File: config.mk
export PLATFORM = sky130hd
export DESIGN_NAME = rti_div
export DESIGN_NICKNAME = d
export VERILOG_FILES = /design/src/hw/rtl/ray_triangle_intersect_defines.svh /design/src/hw/rtl/rti_pkg.sv /design/src/hw/rtl/rti_div.sv
export SDC_FILE = /design/constraint.sdc
export NUM_CORES = 1
export LEC_CHECK = 0
export BUFFER_PORTS_ARGS = -buffer_cell sky130_fd_sc_hd__buf_4
export CORE_ASPECT_RATIO = 0.8
export CORE_MARGIN = 2
export CORE_UTILIZATION = 40
export DETAILED_ROUTE_END_ITERATION = 6
export PLACE_DENSITY = 0.66
export SLEW_MARGIN = 20
export SYNTH_ARGS = -nofsm -noshare
export SYNTH_HDL_FRONTEND = slang
export SYNTH_SLANG_ARGS = --single-unit
File: constraint.sdc
create_clock -name clk_i -period 15.7 [get_ports clk_i]
set_input_delay 3.14 -clock clk_i [delete_from_list [all_inputs] [get_ports clk_i]]
set_output_delay 3.14 -clock clk_i [all_outputs]
set_load 0.02 [all_outputs]
File: src/hw/rtl/ray_triangle_intersect_defines.svh
// ----------------------------------------------------------------------------
// Ray/triangle intersection - assertion macros
// Shared concurrent assertion forms, clocked on clk_i, off during reset.
// ----------------------------------------------------------------------------
`ifndef RAY_TRIANGLE_INTERSECT_DEFINES_SVH
`define RAY_TRIANGLE_INTERSECT_DEFINES_SVH

// same-cycle implication
`define RTI_ASSERT_IMP(name, ante, cons, msg) \
  name: assert property (@(posedge clk_i) disable iff (!rst_ni) (ante) |-> (cons)) \
    else $error(msg);

// next-cycle implication
`define RTI_ASSERT_NXT(name, ante, cons, msg) \
  name: assert property (@(posedge clk_i) disable iff (!rst_ni) (ante) |=> (cons)) \
    else $error(msg);

`endif

File: src/hw/rtl/rti_pkg.sv
// ----------------------------------------------------------------------------
// rti_pkg
// Widths, codes, sequencer types and the product program of the intersector.
// ----------------------------------------------------------------------------
package rti_pkg;

  localparam int COORD_W  = 32;
  localparam int EDGE_W   = COORD_W + 1;
  localparam int OPA_W    = EDGE_W + 1;
  localparam int CHUNK_W  = 17;
  localparam int NCHUNK   = 4;
  localparam int OPB_W    = CHUNK_W * NCHUNK;
  localparam int PROD_W   = OPA_W + CHUNK_W + 1;
  localparam int VEC_W    = 2 * EDGE_W;
  localparam int ACC_W    = 104;
  localparam int QUO_W    = 32;
  localparam int DIV_W    = 136;
  localparam int CNT_W    = $clog2(QUO_W);
  localparam int FRAC     = 16;
  localparam int DIST_W   = 31;
  localparam int BARY_W   = 17;
  localparam int NUM_PROD = 24;
  localparam int STEP_W   = 7;
  localparam int MAC_LAST = NUM_PROD * NCHUNK - 1;
  localparam int ADDR_W   = 3;
  localparam int DATA_W   = 32;

  typedef enum logic [1:0] {
    OP_LOAD_AB = 2'd0,
    OP_LOAD_C  = 2'd1,
    OP_TEST    = 2'd2,
    OP_NONE    = 2'd3
  } opcode_e;

  typedef enum logic [0:0] {
    REG_MIN_DIST = 1'b0,
    REG_MIN_DET  = 1'b1
  } reg_e;

  typedef enum logic [2:0] {
    V_DIR, V_E1, V_E2, V_TV, V_P, V_Q
  } vsel_e;

  typedef enum logic [3:0] {
    D_P0, D_P1, D_P2, D_Q0, D_Q1, D_Q2, D_DET, D_LN, D_MN, D_TN
  } dst_e;

  typedef enum logic [1:0] {
    DV_T, DV_B1, DV_B2
  } dsel_e;

  typedef enum logic [3:0] {
    ST_IDLE, ST_MAC, ST_DRAIN, ST_ABS, ST_CHK_DET, ST_CHK_LN, ST_CHK_MN,
    ST_CHK_TN, ST_DIV_GO, ST_DIV_WAIT, ST_CHK_T, ST_FINISH
  } state_e;

  typedef struct packed {
    vsel_e      a_vec;
    logic [1:0] a_comp;
    vsel_e      b_vec;
    logic [1:0] b_comp;
    logic       neg;
    logic       first;
    logic       last;
    dst_e       dst;
  } uop_t;

  function automatic uop_t uop_mk(vsel_e av, int ac, vsel_e bv, int bc,
                                  logic ng, logic fs, logic ls, dst_e d);
    uop_t u;
    u.a_vec  = av;
    u.a_comp = 2'(ac);
    u.b_vec  = bv;
    u.b_comp = 2'(bc);
    u.neg    = ng;
    u.first  = fs;
    u.last   = ls;
    u.dst    = d;
    return u;
  endfunction

  function automatic uop_t uop_rom(logic [4:0] idx);
    uop_t u;
    unique case (idx)
      5'd0:    u = uop_mk(V_DIR, 1, V_E2, 2, 1'b0, 1'b1, 1'b0, D_P0);
      5'd1:    u = uop_mk(V_DIR, 2, V_E2, 1, 1'b1, 1'b0, 1'b1, D_P0);
      5'd2:    u = uop_mk(V_DIR, 2, V_E2, 0, 1'b0, 1'b1, 1'b0, D_P1);
      5'd3:    u = uop_mk(V_DIR, 0, V_E2, 2, 1'b1, 1'b0, 1'b1, D_P1);
      5'd4:    u = uop_mk(V_DIR, 0, V_E2, 1, 1'b0, 1'b1, 1'b0, D_P2);
      5'd5:    u = uop_mk(V_DIR, 1, V_E2, 0, 1'b1, 1'b0, 1'b1, D_P2);
      5'd6:    u = uop_mk(V_TV, 1, V_E1, 2, 1'b0, 1'b1, 1'b0, D_Q0);
      5'd7:    u = uop_mk(V_TV, 2, V_E1, 1, 1'b1, 1'b0, 1'b1, D_Q0);
      5'd8:    u = uop_mk(V_TV, 2, V_E1, 0, 1'b0, 1'b1, 1'b0, D_Q1);
      5'd9:    u = uop_mk(V_TV, 0, V_E1, 2, 1'b1, 1'b0, 1'b1, D_Q1);
      5'd10:   u = uop_mk(V_TV, 0, V_E1, 1, 1'b0, 1'b1, 1'b0, D_Q2);
      5'd11:   u = uop_mk(V_TV, 1, V_E1, 0, 1'b1, 1'b0, 1'b1, D_Q2);
      5'd12:   u = uop_mk(V_E1, 0, V_P, 0, 1'b0, 1'b1, 1'b0, D_DET);
      5'd13:   u = uop_mk(V_E1, 1, V_P, 1, 1'b0, 1'b0, 1'b0, D_DET);
      5'd14:   u = uop_mk(V_E1, 2, V_P, 2, 1'b0, 1'b0, 1'b1, D_DET);
      5'd15:   u = uop_mk(V_TV, 0, V_P, 0, 1'b0, 1'b1, 1'b0, D_LN);
      5'd16:   u = uop_mk(V_TV, 1, V_P, 1, 1'b0, 1'b0, 1'b0, D_LN);
      5'd17:   u = uop_mk(V_TV, 2, V_P, 2, 1'b0, 1'b0, 1'b1, D_LN);
      5'd18:   u = uop_mk(V_DIR, 0, V_Q, 0, 1'b0, 1'b1, 1'b0, D_MN);
      5'd19:   u = uop_mk(V_DIR, 1, V_Q, 1, 1'b0, 1'b0, 1'b0, D_MN);
      5'd20:   u = uop_mk(V_DIR, 2, V_Q, 2, 1'b0, 1'b0, 1'b1, D_MN);
      5'd21:   u = uop_mk(V_E2, 0, V_Q, 0, 1'b0, 1'b1, 1'b0, D_TN);
      5'd22:   u = uop_mk(V_E2, 1, V_Q, 1, 1'b0, 1'b0, 1'b0, D_TN);
      5'd23:   u = uop_mk(V_E2, 2, V_Q, 2, 1'b0, 1'b0, 1'b1, D_TN);
      default: u = uop_mk(V_DIR, 0, V_E1, 0, 1'b0, 1'b0, 1'b0, D_P0);
    endcase
    return u;
  endfunction

endpackage

File: src/hw/rtl/rti_div.sv
// ----------------------------------------------------------------------------
// rti_div
// Restoring divider, one quotient bit per cycle, nonnegative operands.
// ----------------------------------------------------------------------------
module rti_div (
  input  logic                          clk_i,
  input  logic                          rst_ni,
  input  logic                          start_i,
  input  logic [rti_pkg::DIV_W-1:0]     num_i,
  input  logic [rti_pkg::ACC_W-1:0]     den_i,
  output logic                          done_o,
  output logic [rti_pkg::QUO_W-1:0]     quot_o
);

  logic [rti_pkg::DIV_W-1:0] rem_q, sub_q;
  logic [rti_pkg::QUO_W-1:0] quo_q;
  logic [rti_pkg::CNT_W-1:0] cnt_q;
  logic                      busy_q, done_q;
  logic [rti_pkg::DIV_W:0]   diff;
  logic                      ge;

  assign diff = {1'b0, rem_q} - {1'b0, sub_q};
  assign ge   = ~diff[rti_pkg::DIV_W];

  always_ff @(posedge clk_i or negedge rst_ni) begin
    if (!rst_ni) begin
      busy_q <= 1'b0;
      done_q <= 1'b0;
      cnt_q  <= '0;
    end else begin
      done_q <= 1'b0;
      if (start_i) begin
        busy_q <= 1'b1;
        cnt_q  <= rti_pkg::CNT_W'(rti_pkg::QUO_W - 1);
      end else if (busy_q) begin
        cnt_q <= cnt_q - 1'b1;
        if (cnt_q == '0) begin
          busy_q <= 1'b0;
          done_q <= 1'b1;
        end
      end
    end
  end

  always_ff @(posedge clk_i) begin
    if (start_i) begin
      rem_q <= num_i;
      sub_q <= rti_pkg::DIV_W'(den_i) << (rti_pkg::QUO_W - 1);
      quo_q <= '0;
    end else if (busy_q) begin
      if (ge) begin
        rem_q <= diff[rti_pkg::DIV_W-1:0];
      end
      quo_q <= {quo_q[rti_pkg::QUO_W-2:0], ge};
      sub_q <= sub_q >> 1;
    end
  end

  assign done_o = done_q;
  assign quot_o = quo_q;

endmodule

# Word-level counts from Yosys, hierarchy flattened
# Cells that the tools add are included.
[totals]
input_bits = 243
regBits = 310
elab_cells = 27
output_inout_bits = 33
[op_classes]
reduce_logical = 3
add_sub_neg = 2
bitwise = 1
n_mux = 13
eq_ne = 1
[ops]
columns = ["cell", "count"]
rows = [
  ["136-bit two-way mux", 3],
  ["135-bit two-way mux", 2],
  ["136-bit by 135-bit subtractor with 137-bit output", 1],
  ["5-bit two-way mux", 2],
  ["1-bit two-way mux", 6],
  ["5-bit zero test", 1],
  ["5-bit by 1-bit subtractor with 5-bit output (second input constant)", 1],
  ["2-bit != test (second input constant)", 1],
  ["2-bit AND reduction", 1],
  ["2-bit nonzero test", 1],
  ["1-bit NOT", 1],
]

# Longest topological paths before layout
[logic_depth]
word_depth = 4
depth_mapped = 14
depth_no_buf = 14

# Least setup slack after synthesis
# No wires, ideal clock.
[synth_path]
kind = "register -> register"
from = "register rem_q[34] (netlist bit)"
to = "register rem_q[0] (netlist bit) (enable)"
required_time_ns = 14.881
setup_time_ns = 0.819
path_buffers = 1
slack_ns = 2.871
path_stages_with_launch = 14
synth_period_minus_slack_ns = 12.829
t_arrival_ns = 12.010
path_cell_list = "edfxtp_1 > ha_1 > clkbuf_2 > nand2_2 > nor4_4 > nand2_2 > a311oi_2 > a21oi_1 > a21oi_2 > o2111ai_1 > nand2_1 > a21oi_1 > o31a_1 > o21ai_0"
[synth_via]
elab_chain_len = 3
[synth_rtl]
columns = ["element", "line", "rtl"]
rows = [
  ["start, declared", "rti_div.sv:15", "logic [rti_pkg::DIV_W-1:0] rem_q, sub_q;"],
  ["start signal, assigned", "rti_div.sv:47", "rem_q <= num_i;"],
  ["start signal, assigned", "rti_div.sv:52", "rem_q <= diff[rti_pkg::DIV_W-1:0];"],
  ["136-bit by 135-bit subtractor with 137-bit output", "rti_div.sv:22", "assign diff = {1'b0, rem_q} - {1'b0, sub_q};"],
  ["2-bit != test (no line)", "--", ""],
  ["2-bit AND reduction (no line)", "--", ""],
]
# Every way passes these cells.
# A chain may end at the register's enable or synchronous reset.

# Worst setup path after layout
[layout_path]
from = "input start_i"
to = "register sub_q[102] (netlist bit) (enable)"
[layout_via]
elab_chain_len = 1
[layout_rtl]
columns = ["element", "line", "rtl"]
rows = [
  ["start, declared", "rti_div.sv:8", "input logic start_i,"],
  ["2-bit nonzero test (no line)", "--", ""],
  ["end signal, assigned", "rti_div.sv:48", "sub_q <= rti_pkg::DIV_W'(den_i) << (rti_pkg::QUO_W - 1);"],
  ["end signal, assigned", "rti_div.sv:55", "sub_q <= sub_q >> 1;"],
  ["end, declared", "rti_div.sv:15", ""],
]
# Every way passes these cells.

==> impl_metrics.toml <==
[outcome]
status = "completed"

[drt]
wl_per_cell_um = 19.5
viasPerCell = 5.65
num_vias = 20131
wl_um = 69600
post-route-drc-count = 0
drtIter0Drc = 1749
antenna_left = 0
firstDrtPassIters = 6

[clock_network]
htreeDepth = 2
cts_root_buf = "clkbuf_16"
clkTransAtPathRegs_ns = 0.06
cts_tree = "yes"
postCtsSetupBuffers = 0
hold_buffers = 0
cts.repair.resized = 0
clockBufferDepth = 3
cts-buffers-inserted = 38
cts.sinks = 310
clkLatencyLatePin_ns = 0.59

[global_routing]
grt-ovfl-total = 0
first_global_vias = 19303
antenna_found_initial = 1
grt_usage_pct = 23.6
grt_pass1_wl_um = 108000
grt_max_degree = 127

[final_layout]
ff_latch_area_um2 = 8650
antenna-diode-count = 0
area_growth_pct = 16.8
nFillCells = 5390
drive_gt1_share_pct = 14.2
fin_nets = 3166
multiInputGateArea_um2 = 12400

[power_and_ir_drop]
total_power_mw = 5.11
pwr-share-comb_pct = 57.6
p_clk_share_pct = 17.7
power.switching_mw = 2.34
p_per_area_nw_per_um2 = 196
netSwitchingFraction_pct = 45.9
p_int_mw = 2.77
power.leakage_nw = 11.0
irDropWorstVdd_mv = 0.0892
seqPwrFrac_pct = 24.8

[sta]
rsz0062_at_grt = "no"
maxSlewViolCount = 0
min_period_over_period_pct = 36.6
skew_ns = 0.0268
fmax_mhz = 174
worst_pin_slew_ns = 1.06
maxSlewHeadroom_pct = 28.7
setup_tns_ns = 0
post-route-min-period_ns = 5.74
setup_viol = 0
final_hold_viol_count = 0

[floorplanning]
dieArea_um2 = 57600
start_util_pct = 40.4
die_w_um = 268
pin_count = 276
coreArea_um2 = 55100
rows = 77
die_y_um = 215

[placement]
dp_hpwl_um = 53600
io_buffers = 275
gp_congestion = 0.925

[synthesis]
yosysMostFrequentCell = "nand2_1"
synth.top_cell.area_share_pct = 32.4
syn_area_um2 = 22300
syn_area_per_cell_um2 = 8.54
synthDistinctLibCells = 92
synth_cells = 2609
ys_warn_count = 0
synth.top_cells.by_count = "nand2_1, edfxtp_1, o21ai_0"
async_flop_share_pct = 2.26
ys_ff_latch = 310
syn-num-nets = 2990
synthFlopType = "edfxtp_1"
synth_top_area_cell = "edfxtp_1"
synth_edf_count = 240
synth-seq-area-share_pct = 38.8
synth_area_leaders = "edfxtp_1, ha_1, nand2_1, dfxtp_1, o21ai_0"

[worst_setup_path]
worst-setup-path-type = "in -> reg"
end_kind = "flop"
start_kind = "input pin"
cp_max_fo = 126
crit_slowest_cell = "buf_4"
cp_slowest_stage_delay_ns = 0.85
crit_family = "buffers and inverters"
path_cells = "buf_8, inv_1, nand2_4, buf_4"
arrival_ns = 5.92
worstPathRequired_ns = 15.89
worst-path-buf-inv = 3

[worst_hold_path]
min_path_type = "reg -> reg"

[run]
drv_cap = 0
final cells by class:
class,count,share of cell area (%)
tap,750,3.61
timing repair buffer,284,8.24
multi-input combinational,1976,47.6
sequential,310,33.2
inverter,175,2.53
clock buffer,44,3.74
clock inverter,24,1.00
placed cells by master, fill, tap and decap left out, types with 45 or more instances in the layout:
cell type / instances
a21o_1: 45
a21oi_1: 215
buf_4: 282
dfxtp_1: 63
edfxtp_1: 240
ha_1: 137
inv_1: 174
mux2i_1: 64
nand2_1: 427
nand4_1: 61
nor2_1: 191
o21ai_0: 231
o31ai_1: 114
xnor2_1: 77
xor2_1: 55
cells by family (layout without fill, tap and decap cells):
logic type / after synthesis / after routing / synth area share, %
xor gates and xnor gates: 132 / 132 / 5.19
muxes: 66 / 66 / 2.98
buffers and inverters: 323 / 527 / 5.63
DFF: 310 / 310 / 38.8
and+or+nand+nor: 835 / 835 / 16.6
adders and majority gates: 138 / 138 / 7.78
AOI/OAI and AO/OA: 805 / 805 / 23.0
per-layer routing:
metal	track usage (%)	wire length, um
met5	0	13
met4	4.54	1080
met3	4.42	5390
met2	35.5	29800
met1	35.3	33300
through the flow:
step | utilization, % | cells | area (um^2) | setup WS, ns | hold slack (ns)
4_1_cts | 47.2 | 3563 | 26000 | 10.0 | 0.508
3_3_place_gp | 45.0 | 3495 | 24800 | 9.53 | 0.485
6_report | 47.2 | 3563 | 26000 | 9.96 | 0.503
2_1_floorplan | - | 2609 | 22300 | 2.87 | 0.465
3_5_place_dp | 45.0 | 3495 | 24800 | 9.43 | 0.492
5_1_grt | 47.2 | 3563 | 26000 | 9.76 | 0.518
flip-flops by register name, summed over array words and instances (netlist names):
register / cells
busy_q: 1
quot_o: 32
sub_q: 135
cnt_q: 5
rem_q: 136
done_o: 1
power by group through the flow:
| stage | combinational (mW) | sequential, mW | clock, mW |
|---|---|---|---|
| 3_5_place_dp | 2.87 | 1.28 | 0 |
| 5_1_grt | 3.23 | 1.29 | 0.946 |
| 6_report | 2.94 | 1.27 | 0.902 |
| 3_3_place_gp | 2.86 | 1.27 | 0 |
| 4_1_cts | 2.89 | 1.27 | 0.915 |
| 2_1_floorplan | 2.12 | 1.29 | 0 |
worst register-to-register path, delay by kind of cell, from the launching register on:
family | cells | cell delay [ns]
fa+ha+maj | 1 | 0.46
compound gates | 9 | 2.86
flops | 1 | 0.37
simple gates | 2 | 0.35
buf+inv | 1 | 0.88
final timing paths:
check | from | end | slack, ns | cells past startpoint
setup reg to reg | rem_q[50] | rem_q[71] | 10.31 | 13
min in group asynchronous | rst_ni | done_o | 2.37 | 1
setup / recovery | start_i | sub_q[102] | 9.96 | 4
hold reg to reg | quot_o[31] | quot_o[31] | 0.50 | 2
max in group asynchronous | rst_ni | busy_q | 13.14 | 1
hold / removal | quot_o[31] | quot_o[31] | 0.50 | 2
Power figures use the tool's default switching activity.
